### src/sv/sct_pkg.sv
`timescale 1ns / 1ps
package sct_pkg;

	localparam logic [9:0] M_INVITE = 10'd2;
	localparam logic [9:0] M_CANCEL = 10'd8;
	localparam logic [9:0] M_BYE    = 10'd9;
	localparam logic [9:0] M_ACK    = 10'd10;

	localparam logic [9:0] RC_100 = 10'd100;
	localparam logic [9:0] RC_200 = 10'd200;
	localparam logic [9:0] RC_300 = 10'd300;
	localparam logic [9:0] RC_400 = 10'd400;
	localparam logic [9:0] RC_700 = 10'd700;

	localparam logic [2:0] PH_NONE      = 3'd0;
	localparam logic [2:0] PH_SETUP     = 3'd1;
	localparam logic [2:0] PH_INCALL    = 3'd2;
	localparam logic [2:0] PH_CANCELLED = 3'd3;
	localparam logic [2:0] PH_REJECTED  = 3'd4;
	localparam logic [2:0] PH_BUSY      = 3'd5;
	localparam logic [2:0] PH_DIVERTED  = 3'd6;
	localparam logic [2:0] PH_COMPLETED = 3'd7;

	localparam logic [9:0] DC_NONE      = 10'd0;
	localparam logic [9:0] DC_BYE       = 10'd1;
	localparam logic [9:0] DC_CANCELLED = 10'd2;

	typedef enum logic [2:0] {
		ST_IDLE,
		ST_APPLY,
		ST_EVAL,
		ST_SCAN,
		ST_OUT
	} state_t;

	typedef enum logic [1:0] {
		SK_ACK,
		SK_INV,
		SK_BYE
	} scan_kind_t;

	typedef struct packed {
		logic        new_call;
		logic [9:0]  msg_code;
		logic [31:0] seq_number;
		logic [31:0] src_ip;
		logic [15:0] src_port;
		logic [31:0] dst_ip;
		logic [15:0] dst_port;
	} msg_t;

	typedef struct packed {
		logic invite;
		logic bye;
		logic ack;
		logic cancel;
		logic busy;
		logic rej603;
		logic ok200;
		logic c487;
		logic rejc;
		logic divert;
		logic misc;
		logic m503;
		logic resp_rng;
	} cls_t;

	typedef struct packed {
		msg_t msg;
		cls_t cls;
	} q_ent_t;

	function automatic cls_t classify(logic [9:0] c);
		cls_t r;
		r.invite   = (c == M_INVITE);
		r.bye      = (c == M_BYE);
		r.ack      = (c == M_ACK);
		r.cancel   = (c == M_CANCEL);
		r.busy     = (c == 10'd480) || (c == 10'd486) || (c == 10'd600);
		r.rej603   = (c == 10'd603);
		r.ok200    = (c == RC_200);
		r.c487     = (c == 10'd487);
		r.rejc     = (c > RC_400) && (c != 10'd407) && (c != 10'd401);
		r.divert   = (c == 10'd181) || (c == 10'd302) || (c == 10'd301);
		r.misc     = (c == 10'd404) || (c == 10'd503) || (c == 10'd488);
		r.m503     = (c == 10'd503);
		r.resp_rng = (c >= RC_200) && (c < RC_700);
		return r;
	endfunction

endpackage

### src/sv/sct_if.sv
`timescale 1ns / 1ps
interface sct_msg_if;
	logic        valid;
	logic        ready;
	logic        new_call;
	logic [9:0]  msg_code;
	logic [31:0] seq_number;
	logic [31:0] src_ip;
	logic [15:0] src_port;
	logic [31:0] dst_ip;
	logic [15:0] dst_port;

	modport source(output valid, new_call, msg_code, seq_number, src_ip, src_port,
		dst_ip, dst_port, input ready);
	modport sink(input valid, new_call, msg_code, seq_number, src_ip, src_port,
		dst_ip, dst_port, output ready);
endinterface

interface sct_res_if;
	logic        valid;
	logic        ready;
	logic [2:0]  call_state;
	logic [9:0]  disc_cause;
	logic [31:0] disconnect_ip;
	logic [15:0] disconnect_port;
	logic        disconnect_valid;
	logic        established_mark;
	logic        ended_mark;
	logic        history_full;

	modport source(output valid, call_state, disc_cause, disconnect_ip,
		disconnect_port, disconnect_valid, established_mark, ended_mark,
		history_full, input ready);
	modport sink(input valid, call_state, disc_cause, disconnect_ip,
		disconnect_port, disconnect_valid, established_mark, ended_mark,
		history_full, output ready);
endinterface

### src/sv/sip_call_state_tracker.sv
`timescale 1ns / 1ps
// SIP call state tracker.
// msg: one SIP message per request (method or response code, CSeq, addresses).
// res: one result per message: call state, disconnect cause and ender, and the
//      established / ended / history-full marks for that message.
// A front queue of two entries decodes the message code and takes requests
// while the back end works; the back end handles one message at a time.
// Messages that search the history (ACK in setup, 200 for another CSeq, a
// response in call) hold the back end until the search of the stored entries
// is done.
// The history is one single-port-write, registered-read memory; the search
// reads one entry per cycle, newest first.
// Reset clears the call state and history count; no clearing pass is needed.
// A stalled result is held in the output register; the queue keeps taking
// requests until it holds two, then msg.ready drops.
module sip_call_state_tracker import sct_pkg::*; #(
	parameter int HISTORY_DEPTH = 64
) (
	input  logic      clk,
	input  logic      arst_n,
	sct_msg_if.sink   msg,
	sct_res_if.source res
);

	logic   pop_valid;
	logic   pop_ready;
	q_ent_t pop_data;

	sct_front u_front (
		.clk       (clk),
		.arst_n    (arst_n),
		.msg       (msg),
		.pop_valid (pop_valid),
		.pop_ready (pop_ready),
		.pop_data  (pop_data)
	);

	sct_back #(.HISTORY_DEPTH(HISTORY_DEPTH)) u_back (
		.clk       (clk),
		.arst_n    (arst_n),
		.pop_valid (pop_valid),
		.pop_ready (pop_ready),
		.pop_data  (pop_data),
		.res       (res)
	);

endmodule

### src/sv/sct_front.sv
`timescale 1ns / 1ps
module sct_front import sct_pkg::*; (
	input  logic        clk,
	input  logic        arst_n,
	sct_msg_if.sink     msg,
	output logic        pop_valid,
	input  logic        pop_ready,
	output q_ent_t      pop_data
);

	q_ent_t     ent_q [2];
	logic       wr_ptr_q;
	logic       rd_ptr_q;
	logic [1:0] cnt_q;
	logic       push;
	logic       pop;
	msg_t       m;

	always_comb begin
		m.new_call   = msg.new_call;
		m.msg_code   = msg.msg_code;
		m.seq_number = msg.seq_number;
		m.src_ip     = msg.src_ip;
		m.src_port   = msg.src_port;
		m.dst_ip     = msg.dst_ip;
		m.dst_port   = msg.dst_port;
	end

	assign msg.ready = (cnt_q != 2'd2);
	assign push      = msg.valid && msg.ready;
	assign pop_valid = (cnt_q != 2'd0);
	assign pop       = pop_valid && pop_ready;
	assign pop_data  = ent_q[rd_ptr_q];

	always_ff @(posedge clk) begin
		if (push) begin
			ent_q[wr_ptr_q] <= '{msg: m, cls: classify(m.msg_code)};
		end
	end

	always_ff @(posedge clk or negedge arst_n) begin
		if (!arst_n) begin
			wr_ptr_q <= 1'b0;
			rd_ptr_q <= 1'b0;
			cnt_q    <= 2'd0;
		end else begin
			if (push) wr_ptr_q <= !wr_ptr_q;
			if (pop) rd_ptr_q <= !rd_ptr_q;
			cnt_q <= cnt_q + {1'b0, push} - {1'b0, pop};
		end
	end

	a_cnt_bound: assert property (@(posedge clk) disable iff (!arst_n)
		cnt_q != 2'd3) else $error("queue count out of range");
	a_ptr_gap: assert property (@(posedge clk) disable iff (!arst_n)
		(cnt_q == 2'd1) |-> (wr_ptr_q != rd_ptr_q)) else $error("queue pointer mismatch");
	a_full_eq: assert property (@(posedge clk) disable iff (!arst_n)
		(cnt_q == 2'd2) |-> (wr_ptr_q == rd_ptr_q)) else $error("queue full pointer mismatch");

endmodule

### src/sv/sct_back.sv
`timescale 1ns / 1ps
module sct_back import sct_pkg::*; #(
	parameter int HISTORY_DEPTH = 64
) (
	input  logic    clk,
	input  logic    arst_n,
	input  logic    pop_valid,
	output logic    pop_ready,
	input  q_ent_t  pop_data,
	sct_res_if.source res
);

	localparam int AW = $clog2(HISTORY_DEPTH);
	localparam int CW = $clog2(HISTORY_DEPTH + 1);

	state_t      state_q, state_n;
	q_ent_t      it_q;
	scan_kind_t  kind_q, kind_n;

	logic [2:0]  phase_q, phase_n;
	logic [31:0] sseq_q, sseq_n;
	logic        fii_q, fii_n;
	logic [9:0]  code_q, code_n;
	logic [31:0] eip_q, eip_n;
	logic [15:0] eport_q, eport_n;
	logic        eknown_q, eknown_n;
	logic [CW-1:0] cnt_q, cnt_n;
	logic        est_q, est_n;
	logic        ended_q, ended_n;
	logic        full_q, full_n;
	logic        seen200_q, seen200_n;
	logic [AW-1:0] idx_q, idx_n;
	logic [CW-1:0] left_q, left_n;

	logic [41:0] mem [HISTORY_DEPTH];
	logic        wr_en;
	logic [AW-1:0] wr_addr;
	logic        rd_en;
	logic [41:0] rd_s1;
	logic        rv_s1;

	logic        ovalid_q;
	logic        load_out;
	logic [CW-1:0] cnt_eff;
	logic [9:0]  e_code;
	logic [31:0] e_seq;
	msg_t        m;
	cls_t        c;

	assign m = it_q.msg;
	assign c = it_q.cls;
	assign e_code = rd_s1[41:32];
	assign e_seq  = rd_s1[31:0];
	assign pop_ready = (state_q == ST_IDLE);
	assign cnt_eff = m.new_call ? '0 : cnt_q;

	always_ff @(posedge clk) begin
		if (wr_en) mem[wr_addr] <= {m.msg_code, m.seq_number};
		if (rd_en) rd_s1 <= mem[idx_q];
	end

	always_comb begin
		state_n   = state_q;
		kind_n    = kind_q;
		phase_n   = phase_q;
		sseq_n    = sseq_q;
		fii_n     = fii_q;
		code_n    = code_q;
		eip_n     = eip_q;
		eport_n   = eport_q;
		eknown_n  = eknown_q;
		cnt_n     = cnt_q;
		est_n     = est_q;
		ended_n   = ended_q;
		full_n    = full_q;
		seen200_n = seen200_q;
		idx_n     = idx_q;
		left_n    = left_q;
		wr_en     = 1'b0;
		wr_addr   = cnt_eff[AW-1:0];
		rd_en     = 1'b0;
		load_out  = 1'b0;
		unique case (state_q)
			ST_IDLE: begin
				if (pop_valid) state_n = ST_APPLY;
			end
			ST_APPLY: begin
				est_n   = 1'b0;
				ended_n = 1'b0;
				full_n  = 1'b0;
				if (m.new_call) begin
					phase_n  = PH_NONE;
					sseq_n   = '0;
					fii_n    = 1'b0;
					code_n   = DC_NONE;
					eip_n    = '0;
					eport_n  = '0;
					eknown_n = 1'b0;
				end
				if (cnt_eff < CW'(HISTORY_DEPTH)) begin
					if (cnt_eff == '0) fii_n = c.invite;
					wr_en = 1'b1;
					cnt_n = cnt_eff + 1'b1;
				end else begin
					cnt_n  = cnt_eff;
					full_n = 1'b1;
				end
				state_n = ST_EVAL;
			end
			ST_EVAL: begin
				state_n   = ST_OUT;
				idx_n     = AW'(cnt_q - 1'b1);
				left_n    = cnt_q;
				seen200_n = 1'b0;
				if (fii_q) begin
					if (c.bye) begin
						phase_n = PH_COMPLETED;
						ended_n = 1'b1;
						if (!eknown_q) begin
							eip_n = m.src_ip; eport_n = m.src_port; eknown_n = 1'b1;
						end
						if (code_q == DC_NONE) code_n = DC_BYE;
					end else if (phase_q == PH_SETUP) begin
						if (c.ack) begin
							if (m.seq_number == sseq_q) begin
								kind_n  = SK_ACK;
								state_n = ST_SCAN;
							end
						end else if (c.cancel || c.busy || c.rej603 ||
								(c.c487 && m.seq_number == sseq_q) ||
								(c.misc && !(c.rejc && m.seq_number == sseq_q) &&
								!c.divert)) begin
							// all of these record the source as the ender
							if (!eknown_q) begin
								eip_n = m.src_ip; eport_n = m.src_port; eknown_n = 1'b1;
							end
							if (code_q == DC_NONE)
								code_n = c.cancel ? DC_CANCELLED : m.msg_code;
							if (c.cancel || c.c487) phase_n = PH_CANCELLED;
							else if (c.busy || c.m503) phase_n = PH_BUSY;
							else phase_n = PH_REJECTED;
						end else if (c.ok200) begin
							if (m.seq_number == sseq_q) begin
								phase_n = PH_INCALL;
							end else begin
								kind_n  = SK_INV;
								state_n = ST_SCAN;
							end
						end else if (c.rejc && m.seq_number == sseq_q) begin
							phase_n = PH_REJECTED;
							if (code_q == DC_NONE) begin
								code_n = m.msg_code;
								if (!eknown_q) begin
									eip_n = m.dst_ip; eport_n = m.dst_port; eknown_n = 1'b1;
								end
							end
						end else if (c.divert) begin
							phase_n = PH_DIVERTED;
						end
					end else if (phase_q == PH_CANCELLED && c.c487) begin
						if (code_q == DC_CANCELLED) code_n = m.msg_code;
					end else if (phase_q == PH_INCALL) begin
						if (c.rej603) begin
							phase_n = PH_REJECTED;
							if (code_q == DC_NONE) code_n = m.msg_code;
							if (!eknown_q) begin
								eip_n = m.src_ip; eport_n = m.src_port; eknown_n = 1'b1;
							end
						end else if (c.resp_rng && m.seq_number != '0) begin
							kind_n  = SK_BYE;
							state_n = ST_SCAN;
						end
					end else if (c.invite) begin
						sseq_n  = m.seq_number;
						phase_n = PH_SETUP;
					end
				end
			end
			ST_SCAN: begin
				// newest entry first; read data arrives in the cycle after the address
				if (left_q != '0) begin
					rd_en  = 1'b1;
					idx_n  = idx_q - 1'b1;
					left_n = left_q - 1'b1;
				end
				if (rv_s1) begin
					unique case (kind_q)
						SK_ACK: begin
							if (e_seq == m.seq_number && e_code >= RC_100 && e_code < RC_700) begin
								state_n = ST_OUT;
								if (e_code >= RC_200 && e_code < RC_300) begin
									phase_n = PH_INCALL;
									est_n   = 1'b1;
								end
							end else if (e_code == RC_200) begin
								seen200_n = 1'b1;
							end
						end
						SK_INV: begin
							if (e_code == M_INVITE && e_seq == m.seq_number) begin
								state_n = ST_OUT;
								phase_n = PH_INCALL;
								sseq_n  = m.seq_number;
							end
						end
						SK_BYE: begin
							if (e_code == M_BYE && e_seq == m.seq_number) begin
								state_n = ST_OUT;
								phase_n = PH_COMPLETED;
								if (code_q == DC_NONE || code_q == DC_BYE) code_n = m.msg_code;
								if (!eknown_q) begin
									eip_n = m.src_ip; eport_n = m.src_port; eknown_n = 1'b1;
								end
							end
						end
						default: state_n = ST_OUT;
					endcase
				end else if (left_q == '0) begin
					state_n = ST_OUT;
					if (kind_q == SK_ACK && seen200_q) begin
						phase_n = PH_INCALL;
						est_n   = 1'b1;
					end
				end
			end
			ST_OUT: begin
				if (!ovalid_q || res.ready) begin
					load_out = 1'b1;
					state_n  = ST_IDLE;
				end
			end
			default: state_n = ST_IDLE;
		endcase
	end

	always_ff @(posedge clk or negedge arst_n) begin
		if (!arst_n) begin
			state_q <= ST_IDLE;
		end else begin
			state_q <= state_n;
		end
	end

	always_ff @(posedge clk or negedge arst_n) begin
		if (!arst_n) begin
			kind_q    <= SK_ACK;
			phase_q   <= PH_NONE;
			sseq_q    <= '0;
			fii_q     <= 1'b0;
			code_q    <= DC_NONE;
			eip_q     <= '0;
			eport_q   <= '0;
			eknown_q  <= 1'b0;
			cnt_q     <= '0;
			est_q     <= 1'b0;
			ended_q   <= 1'b0;
			full_q    <= 1'b0;
			seen200_q <= 1'b0;
			idx_q     <= '0;
			left_q    <= '0;
			rv_s1     <= 1'b0;
			ovalid_q  <= 1'b0;
		end else begin
			kind_q    <= kind_n;
			phase_q   <= phase_n;
			sseq_q    <= sseq_n;
			fii_q     <= fii_n;
			code_q    <= code_n;
			eip_q     <= eip_n;
			eport_q   <= eport_n;
			eknown_q  <= eknown_n;
			cnt_q     <= cnt_n;
			est_q     <= est_n;
			ended_q   <= ended_n;
			full_q    <= full_n;
			seen200_q <= seen200_n;
			idx_q     <= idx_n;
			left_q    <= left_n;
			rv_s1     <= rd_en;
			if (load_out) ovalid_q <= 1'b1;
			else if (res.ready) ovalid_q <= 1'b0;
		end
	end

	always_ff @(posedge clk) begin
		if (pop_valid && pop_ready) it_q <= pop_data;
		if (load_out) begin
			res.call_state       <= phase_q;
			res.disc_cause       <= code_q;
			res.disconnect_ip    <= eip_q;
			res.disconnect_port  <= eport_q;
			res.disconnect_valid <= eknown_q;
			res.established_mark <= est_q;
			res.ended_mark       <= ended_q;
			res.history_full     <= full_q;
		end
	end

	assign res.valid = ovalid_q;

	a_scan_nonempty: assert property (@(posedge clk) disable iff (!arst_n)
		(state_q == ST_SCAN) |-> (cnt_q != '0)) else $error("scan over empty history");
	a_cnt_bound: assert property (@(posedge clk) disable iff (!arst_n)
		cnt_q <= CW'(HISTORY_DEPTH)) else $error("history count overflow");
	a_est_phase: assert property (@(posedge clk) disable iff (!arst_n)
		(state_q == ST_OUT && est_q) |-> (phase_q == PH_INCALL))
		else $error("established without in-call state");
	a_end_phase: assert property (@(posedge clk) disable iff (!arst_n)
		(state_q == ST_OUT && ended_q) |-> (phase_q == PH_COMPLETED))
		else $error("ended without completed state");
	a_ender_zero: assert property (@(posedge clk) disable iff (!arst_n)
		!eknown_q |-> (eip_q == '0 && eport_q == '0)) else $error("ender set while unknown");

endmodule

### src/flat_wrapper.sv
// flat-port wrapper written by rule: the top's interface ports become plain ports
module sip_call_state_tracker_flat import sct_pkg::*;
#(
	parameter int HISTORY_DEPTH = 64
)
  (clk, arst_n, msg_valid, msg_new_call, msg_msg_code, msg_seq_number, msg_src_ip, msg_src_port, msg_dst_ip, msg_dst_port, msg_ready, res_valid, res_call_state, res_disc_cause, res_disconnect_ip, res_disconnect_port, res_disconnect_valid, res_established_mark, res_ended_mark, res_history_full, res_ready);
  sct_msg_if msg_i ();
  sct_res_if res_i ();
  input  logic clk;
  input  logic arst_n;
  input wire logic [$bits(msg_i.valid)-1:0] msg_valid;
  input wire logic [$bits(msg_i.new_call)-1:0] msg_new_call;
  input wire logic [$bits(msg_i.msg_code)-1:0] msg_msg_code;
  input wire logic [$bits(msg_i.seq_number)-1:0] msg_seq_number;
  input wire logic [$bits(msg_i.src_ip)-1:0] msg_src_ip;
  input wire logic [$bits(msg_i.src_port)-1:0] msg_src_port;
  input wire logic [$bits(msg_i.dst_ip)-1:0] msg_dst_ip;
  input wire logic [$bits(msg_i.dst_port)-1:0] msg_dst_port;
  output wire logic [$bits(msg_i.ready)-1:0] msg_ready;
  output wire logic [$bits(res_i.valid)-1:0] res_valid;
  output wire logic [$bits(res_i.call_state)-1:0] res_call_state;
  output wire logic [$bits(res_i.disc_cause)-1:0] res_disc_cause;
  output wire logic [$bits(res_i.disconnect_ip)-1:0] res_disconnect_ip;
  output wire logic [$bits(res_i.disconnect_port)-1:0] res_disconnect_port;
  output wire logic [$bits(res_i.disconnect_valid)-1:0] res_disconnect_valid;
  output wire logic [$bits(res_i.established_mark)-1:0] res_established_mark;
  output wire logic [$bits(res_i.ended_mark)-1:0] res_ended_mark;
  output wire logic [$bits(res_i.history_full)-1:0] res_history_full;
  input wire logic [$bits(res_i.ready)-1:0] res_ready;
  assign msg_i.valid = msg_valid;
  assign msg_i.new_call = msg_new_call;
  assign msg_i.msg_code = msg_msg_code;
  assign msg_i.seq_number = msg_seq_number;
  assign msg_i.src_ip = msg_src_ip;
  assign msg_i.src_port = msg_src_port;
  assign msg_i.dst_ip = msg_dst_ip;
  assign msg_i.dst_port = msg_dst_port;
  assign msg_ready = msg_i.ready;
  assign res_valid = res_i.valid;
  assign res_call_state = res_i.call_state;
  assign res_disc_cause = res_i.disc_cause;
  assign res_disconnect_ip = res_i.disconnect_ip;
  assign res_disconnect_port = res_i.disconnect_port;
  assign res_disconnect_valid = res_i.disconnect_valid;
  assign res_established_mark = res_i.established_mark;
  assign res_ended_mark = res_i.ended_mark;
  assign res_history_full = res_i.history_full;
  assign res_i.ready = res_ready;
  sip_call_state_tracker #(.HISTORY_DEPTH(HISTORY_DEPTH)) u_core (.clk(clk), .arst_n(arst_n), .msg(msg_i), .res(res_i));
endmodule
### config.mk
export PLATFORM = sky130hd
export DESIGN_NAME = sip_call_state_tracker_flat
export DESIGN_NICKNAME = d
export VERILOG_FILES = /design/src/sv/sct_pkg.sv /design/src/sv/sct_if.sv /design/src/sv/sip_call_state_tracker.sv /design/src/sv/sct_front.sv /design/src/sv/sct_back.sv /design/src/flat_wrapper.sv
export SDC_FILE = /design/constraint.sdc
export NUM_CORES = 2
export LEC_CHECK = 0
export BUFFER_PORTS_ARGS = -buffer_cell sky130_fd_sc_hd__buf_4
export CELL_PAD_IN_SITES_DETAIL_PLACEMENT = 0
export CELL_PAD_IN_SITES_GLOBAL_PLACEMENT = 1
export CORE_MARGIN = 5
export CORE_UTILIZATION = 35
export DETAILED_ROUTE_END_ITERATION = 6
export PLACE_DENSITY_LB_ADDON = 0.1
export REMOVE_ABC_BUFFERS = 1
export SLEW_MARGIN = 20
export SYNTH_ARGS = -nofsm -noshare
export SYNTH_HDL_FRONTEND = slang
export SYNTH_SLANG_ARGS = --single-unit
### constraint.sdc
create_clock -name clk -period 8 [get_ports clk]
set_input_delay 1.6 -clock clk [delete_from_list [all_inputs] [get_ports clk]]
set_output_delay 1.6 -clock clk [all_outputs]
set_load 0.03 [all_outputs]
* Word level (Yosys, flattened, before mapping)
Memory sizes are Yosys's and may differ from the RTL's. A register that Yosys moved wholly into a read port is not among the register bits.
Index checks and enable logic that the tools add are counted.
** Word-level totals
- Word-level logic and storage cells :: 372
- RAM bits :: 2992
- Memories kept :: 2
- Flip-flop bits (word level) :: 195
- Bits of input ports :: 143
** Operators by class
- Magnitude comparators :: 8
- Bitwise gates (word level) :: 1
- Eq/ne operators :: 88
- Add/sub/neg operators :: 6
- Muxes and demuxes :: 176
- Reduce and logical (&&, ||, !) cells :: 62
** Memories
- u_core.u_back.mem :: words 64, bits a word 42, read ports 1, clocked after memory_dff 1, write ports 1, line sct_back.sv:35 : logic [41:0] mem [HISTORY_DEPTH];
- u_core.u_front.ent_q :: words 2, bits a word 152, read ports 1, clocked after memory_dff 1, write ports 1, line sct_front.sv:11 : q_ent_t ent_q [2];
** Operator list (number)
- 2-to-1 mux 32 bit :: 26
- 2-to-1 mux 16 bit :: 17
- 2-to-1 mux 10 bit :: 20
- one-hot mux 32 bit (3 select lines) :: 2
- 2-to-1 mux 3 bit :: 41
- equality test 10 x 9 -> 1 bit (second input constant) :: 8
- equality test 32 bit :: 2
- one-hot mux 16 bit (3 select lines) :: 1
- inequality test 5 bit (second input constant) :: 9
- 2-to-1 mux 1 bit :: 44
- equality test 10 x 4 -> 1 bit (second input constant) :: 4
- inequality test 2 bit (second input constant) :: 20
- inequality test 4 bit (second input constant) :: 9
- nonzero test 32 bit :: 1
- equality test 10 x 2 -> 1 bit (second input constant) :: 3
- equality test 10 x 8 -> 1 bit (second input constant) :: 3
- one-hot mux 10 bit (3 select lines) :: 1
- inequality test 3 bit (second input constant) :: 9
- one-hot mux 3 bit (3 select lines) :: 3
- AND reduction 11 bit :: 2
- 2-to-1 mux 7 bit :: 3
- equality test 10 bit (second input constant) :: 2
- >= comparator 10 x 8 -> 1 bit (second input constant) :: 2
- < comparator 10 bit (second input constant) :: 2
- other kinds (47) :: 107

* Logic depth before layout (Yosys ltp)
- Word-level depth :: 12
- Mapped depth :: 13
- Mapped depth without buffers :: 9

* Hierarchy
Synthesis repeated with hierarchy kept, for this count alone.
** Unflattened totals
- Cells, all modules :: 5640
- Area total of the unflattened synthesis :: 129432.9 um^2
** By module, submodules not included
- sct_back :: cells an instance 5088, instances 1, area an instance 117906.8 um^2
- sct_front :: cells an instance 552, instances 1, area an instance 11526.1 um^2

* Worst setup path before layout
Ideal clock, no wire load.
- Path kind :: input to register
- Start :: input port msg_valid
- End :: memory u_core.u_front.ent_q[0][0] in the netlist's numbering (enable)
- Required time :: 7334 ps
- Library setup time :: 666 ps
- Arrival time :: 8015 ps
- Setup slack :: -682 ps
- Cell stages on the path :: 2
- Buffers on the path :: 0
- Cells stage by stage :: nand2_1 > nor2_1
** Between the ends
- Word-level cells in the longest chain between the ends :: 3
** RTL lines
- from (decl) :: line flat_wrapper.sv:11 : input wire logic [$bits(msg_i.valid)-1:0] msg_valid;
- logical AND 1 bit :: line sct_front.sv:30 : assign push = msg.valid && msg.ready;
- 2-to-1 mux 1 bit :: line sct_front.sv:36 : if (push) begin
- 2-to-1 mux 1 bit (not written as such) :: line sct_front.sv:37 : ent_q[wr_ptr_q] <= '{msg: m, cls: classify(m.msg_code)};
- to (decl) :: line sct_front.sv:11
Every way passes these cells.

* Final worst setup path
- Start :: register, netlist name u_core.u_back.it_q[116]
- End :: register u_core.u_back.eip_q[0]
** Between the ends
- Word-level cells in the longest chain between the ends :: 12
- Elaborated cells on any way between the ends :: 22
- Classes of those cells :: eq/ne: 7; mux: 6; reduce/logical: 9
** RTL lines
- equality test 32 bit :: line sct_back.sv:130, sct_back.sv:131, sct_back.sv:149
- logical AND 1 bit :: line sct_back.sv:131, sct_back.sv:149
- logical NOT 1 bit :: line sct_back.sv:131 : (c.misc && !(c.rejc && m.seq_number == sseq_q) &&
- logical AND 1 bit (2 in a row) :: line sct_back.sv:131
- logical OR 1 bit :: line sct_back.sv:130 : (c.c487 && m.seq_number == sseq_q) ||
- 2-to-1 mux 32 bit :: line sct_back.sv:129 : end else if (c.cancel || c.busy || c.rej603 ||
- 2-to-1 mux 32 bit :: line sct_back.sv:124 : if (c.ack) begin
- 2-to-1 mux 32 bit :: line sct_back.sv:123 : end else if (phase_q == PH_SETUP) begin
- 2-to-1 mux 32 bit :: line sct_back.sv:116 : if (c.bye) begin
- 2-to-1 mux 32 bit :: line sct_back.sv:115 : if (fii_q) begin
- one-hot mux 32 bit (3 select lines) :: line sct_back.sv:83 : unique case (state_q)
- to (signal assigned) :: line sct_back.sv:269 : eip_q <= eip_n;
- to (decl) :: line sct_back.sv:24 : logic [31:0] eip_q, eip_n;
Several ways; a longest one is shown, not always the timed one. The select of a mux whose other input is x is not followed.
A chain may end at the register's enable or synchronous reset.

==> results.cfg <==
[worst_setup_path]
crit_path_end_kind = flip-flop
critPathTopFamily = simple AND/OR/NAND/NOR gates
critical_path.startpoint_type = flip-flop
ff2ff_path_depth = 10
r2r-end = u_core.u_back.eip_q[0]
critical_path_arrival_ps = 5830
cpMostUsedCell = buf_4
cp_cell_sequence = buf_4 -> buf_4 -> xor2_1 -> nor4_1 -> nand4_1 -> o31a_1 -> or3b_1 -> a31o_4 -> buf_12 -> o41ai_2
rrSetupSlack_ps = 2980
cp_slowest_cell = nor4_1
crit_buf_inv = 3
rr_startpoint = u_core.u_back.it_q[116]
cp_max_fo = 96
critPathRequiredTime_ps = 8810
critical-path-max-stage-delay_ps = 800
crit_type = flip-flop to flip-flop

[finish]
fill_cells = 32500
finalNonFillerCells = 11400
regArea_um2 = 101000
fin_area_um2 = 151000
final_cell_mix = edfxtp_1, mux4_2, clkbuf_16
multi_input_area_um2 = 27800
num-nets-final = 6292
final_common_cell = edfxtp_1
fin_util_pct = 40.9
area_growth_pct = 16.5
drive_gt1_share_pct = 33.0

[logic_synthesis]
synth_cells = 5642
synth-xor-area-share_pct = 0.507
yosysUniqueCellTypes = 74
synthArstFlopShare_pct = 3.85
synth-simple-area-share_pct = 2.00
ys_seq_area_share_pct = 77.9
synth_top_family_by_area = multiplexers
avgSynthCellArea_um2 = 23.0
synthMuxAreaShare_pct = 16.7
synth_compound_area_share_pct = 1.76
synth-adder-area-share_pct = 0.0676
synth_edf_count = 3251
netlist_area_um2 = 129000
synth_seq_cells = 3381
synth_warnings = 0
yosys_most_used_dff = edfxtp_1
synth.top_cell.area_share_pct = 75.4
synth_area_leader_cell = edfxtp_1
synth_area_leaders = edfxtp_1, mux4_2, dfrtp_1

[die]
initial_core_util_pct = 35.1
rows = 223
core-area_um2 = 369000
die_w_um = 618
die_area_um2 = 382000
io_pins = 210
die_y_um = 618

[timing]
report.final.slew_viol_count = 0
layout_min_cycle_time_ps = 5020
relSlewSlack_pct = 23.3
post-route-period-util_pct = 62.7
rsz0062_at_grt = false
skew_ps = 42.8
setup_violations = 0
hold_violations = 0
worst_pin_slew_ps = 1150
max_freq_ghz = 0.199
setup_ws_ps = 2980

[min_path]
hp-start = u_core.u_back.eport_q[10]
min_to = u_core.u_back.res.disconnect_port[10]
hold_class = flip-flop to flip-flop
hold_depth = 0

[clocking]
cts_setup_buffers = 0
clock_path_buffers = 4
insertion_delay_ps = 940
cts_hold_buf = 0
cts.htree.levels = 5
post_cts_resize_count = 0
cts_root_buffer = clkbuf_16
cts_inserted_buffers = 380
path_clk_slew_ps = 60
cts_tree = built
cts_sinks = 3381

[detailed_routing]
drc = 0
ant_nets = 0
viasPerCell = 5.32
drt_iter0_markers = 5897
num_vias = 60800
wl_per_cell_um = 33.3
postRouteWirelength_um = 381000
drtPass1Iterations = 7

[placed_design]
dp_hpwl_um = 223000
placed_area_um2 = 139000
portBuffers = 209
place_ws_ps = 3000
gp_congestion = 0.763
dp.cells = 10700

[global_routing]
antenna_found_initial = 41
grt_pass1_vias = 63900
grt_start_max_net_pins = 110
grt_pass1_wl_um = 528000
grt.overflow.total = 0
grt_usage_pct = 19.7

[power]
leakagePower_nw = 47.3
irDropWorstVdd_uv = 369
power_per_cell_area_nw_per_um2 = 377

[outcome]
status = complete, no violations

[run]
cap_viol_max_count = 0
worst reg2reg max path: cells and delay by family (launching register included):
kind                   cells  cell delay, ps
buffers and inverters      3            1010
AO/OA/AOI/OAI              3            1530
XOR/XNOR                   1             140
AND/OR/NAND/NOR            3            1920
flip-flops                 1             320
layer usage:
metal	vias to the layer above	global-route usage (%)	share of wire, %
met2	1677	32.9	49
li1	25000	-	-
met1	33700	27.4	43
met4	2	4.61	2.4
met3	461	2.74	4.9
met5	-	0	0.0024
power by group:
part	switching [W]	internal (W)	leakage [nW]	total, W
registers	0.00106	0.0234	31.2	0.0244
clock network	0.00710	0.00997	5.96	0.0171
logic	0.00969	0.00570	10.2	0.0154
total	0.0179	0.0390	47.3	0.0569
sequential cells by signal, summed over array words and instances, names as in the netlist, 6 cells and up:
signal                             count
u_core.u_front.ent_q                 304
u_core.u_back.c                       13
u_core.u_back.eport_q                 16
u_core.u_back.rd_s1                   42
u_core.u_back.res.disconnect_port     16
u_core.u_back.mem                   2688
u_core.u_back.left_q                   7
u_core.u_back.res.disconnect_ip       32
u_core.u_back.eip_q                   32
u_core.u_back.idx_q                    6
u_core.u_back.cnt_q                    7
u_core.u_back.it_q                   139
u_core.u_back.sseq_q                  32
u_core.u_back.res.disc_cause          10
u_core.u_back.code_q                  10
worst max-delay path by stage:
stage	from	to	cells past startpoint	slack (ps)
floorplan	u_core.u_back.idx_q[0]	u_core.u_back.idx_q[4]	6	-19650
detailed placement	u_core.u_back.it_q[117]	u_core.u_back.eip_q[30]	11	3000
global placement	u_core.u_back.it_q[117]	u_core.u_back.eip_q[30]	11	3110
finish	u_core.u_back.it_q[116]	u_core.u_back.eip_q[0]	10	2980
global route	u_core.u_back.it_q[117]	u_core.u_back.eip_q[30]	11	2720
CTS	u_core.u_back.it_q[117]	u_core.u_back.eip_q[30]	11	2950
cell type report:
type,count,share of cell area (%)
Antenna cell,22,0.0365
Clock buffer,488,6.78
Timing Repair Buffer,415,2.46
Sequential cell,3381,66.9
Clock inverter,213,1.25
Multi-Input combinational cell,1943,18.4
Inverter,21,0.0580
Tap cell,4950,4.10
Yosys cell counts (23+ instances only):
| cell type | instances |
|---|---|
| nor3_1 | 26 |
| nor2b_1 | 58 |
| xnor2_1 | 37 |
| dfrtp_1 | 130 |
| nand3_1 | 25 |
| edfxtp_1 | 3251 |
| a211oi_1 | 51 |
| nor2_1 | 158 |
| mux2_2 | 157 |
| clkbuf_1 | 198 |
| mux4_2 | 881 |
| a21oi_1 | 23 |
| o41ai_2 | 47 |
| nor4_1 | 23 |
| o21ai_0 | 69 |
| nand2_1 | 175 |
| xor2_1 | 38 |
| buf_2 | 71 |
logic make-up after synthesis:
| family | Yosys count |
|---|---|
| DFF | 3381 |
| adders and majority gates | 7 |
| buffers and inverters | 318 |
| and+or+nand+nor | 546 |
| xor gates and xnor gates | 75 |
| muxes | 1042 |
| AOI/OAI and AO/OA | 273 |
through the flow:
| stage | total power (W) | TNS (ps) | hold slack (ps) |
|---|---|---|---|
| 6_report | 0.0569 | 0 | 479 |
| 5_1_grt | 0.0592 | 0 | 484 |
| 4_1_cts | 0.0579 | 0 | 480 |
| 3_5_place_dp | 0.0407 | 0 | 459 |
| 3_3_place_gp | 0.0405 | 0 | 463 |
| 2_1_floorplan | 0.0352 | -1022830 | 425 |
Note: power is estimated with default switching activity, not from simulation.
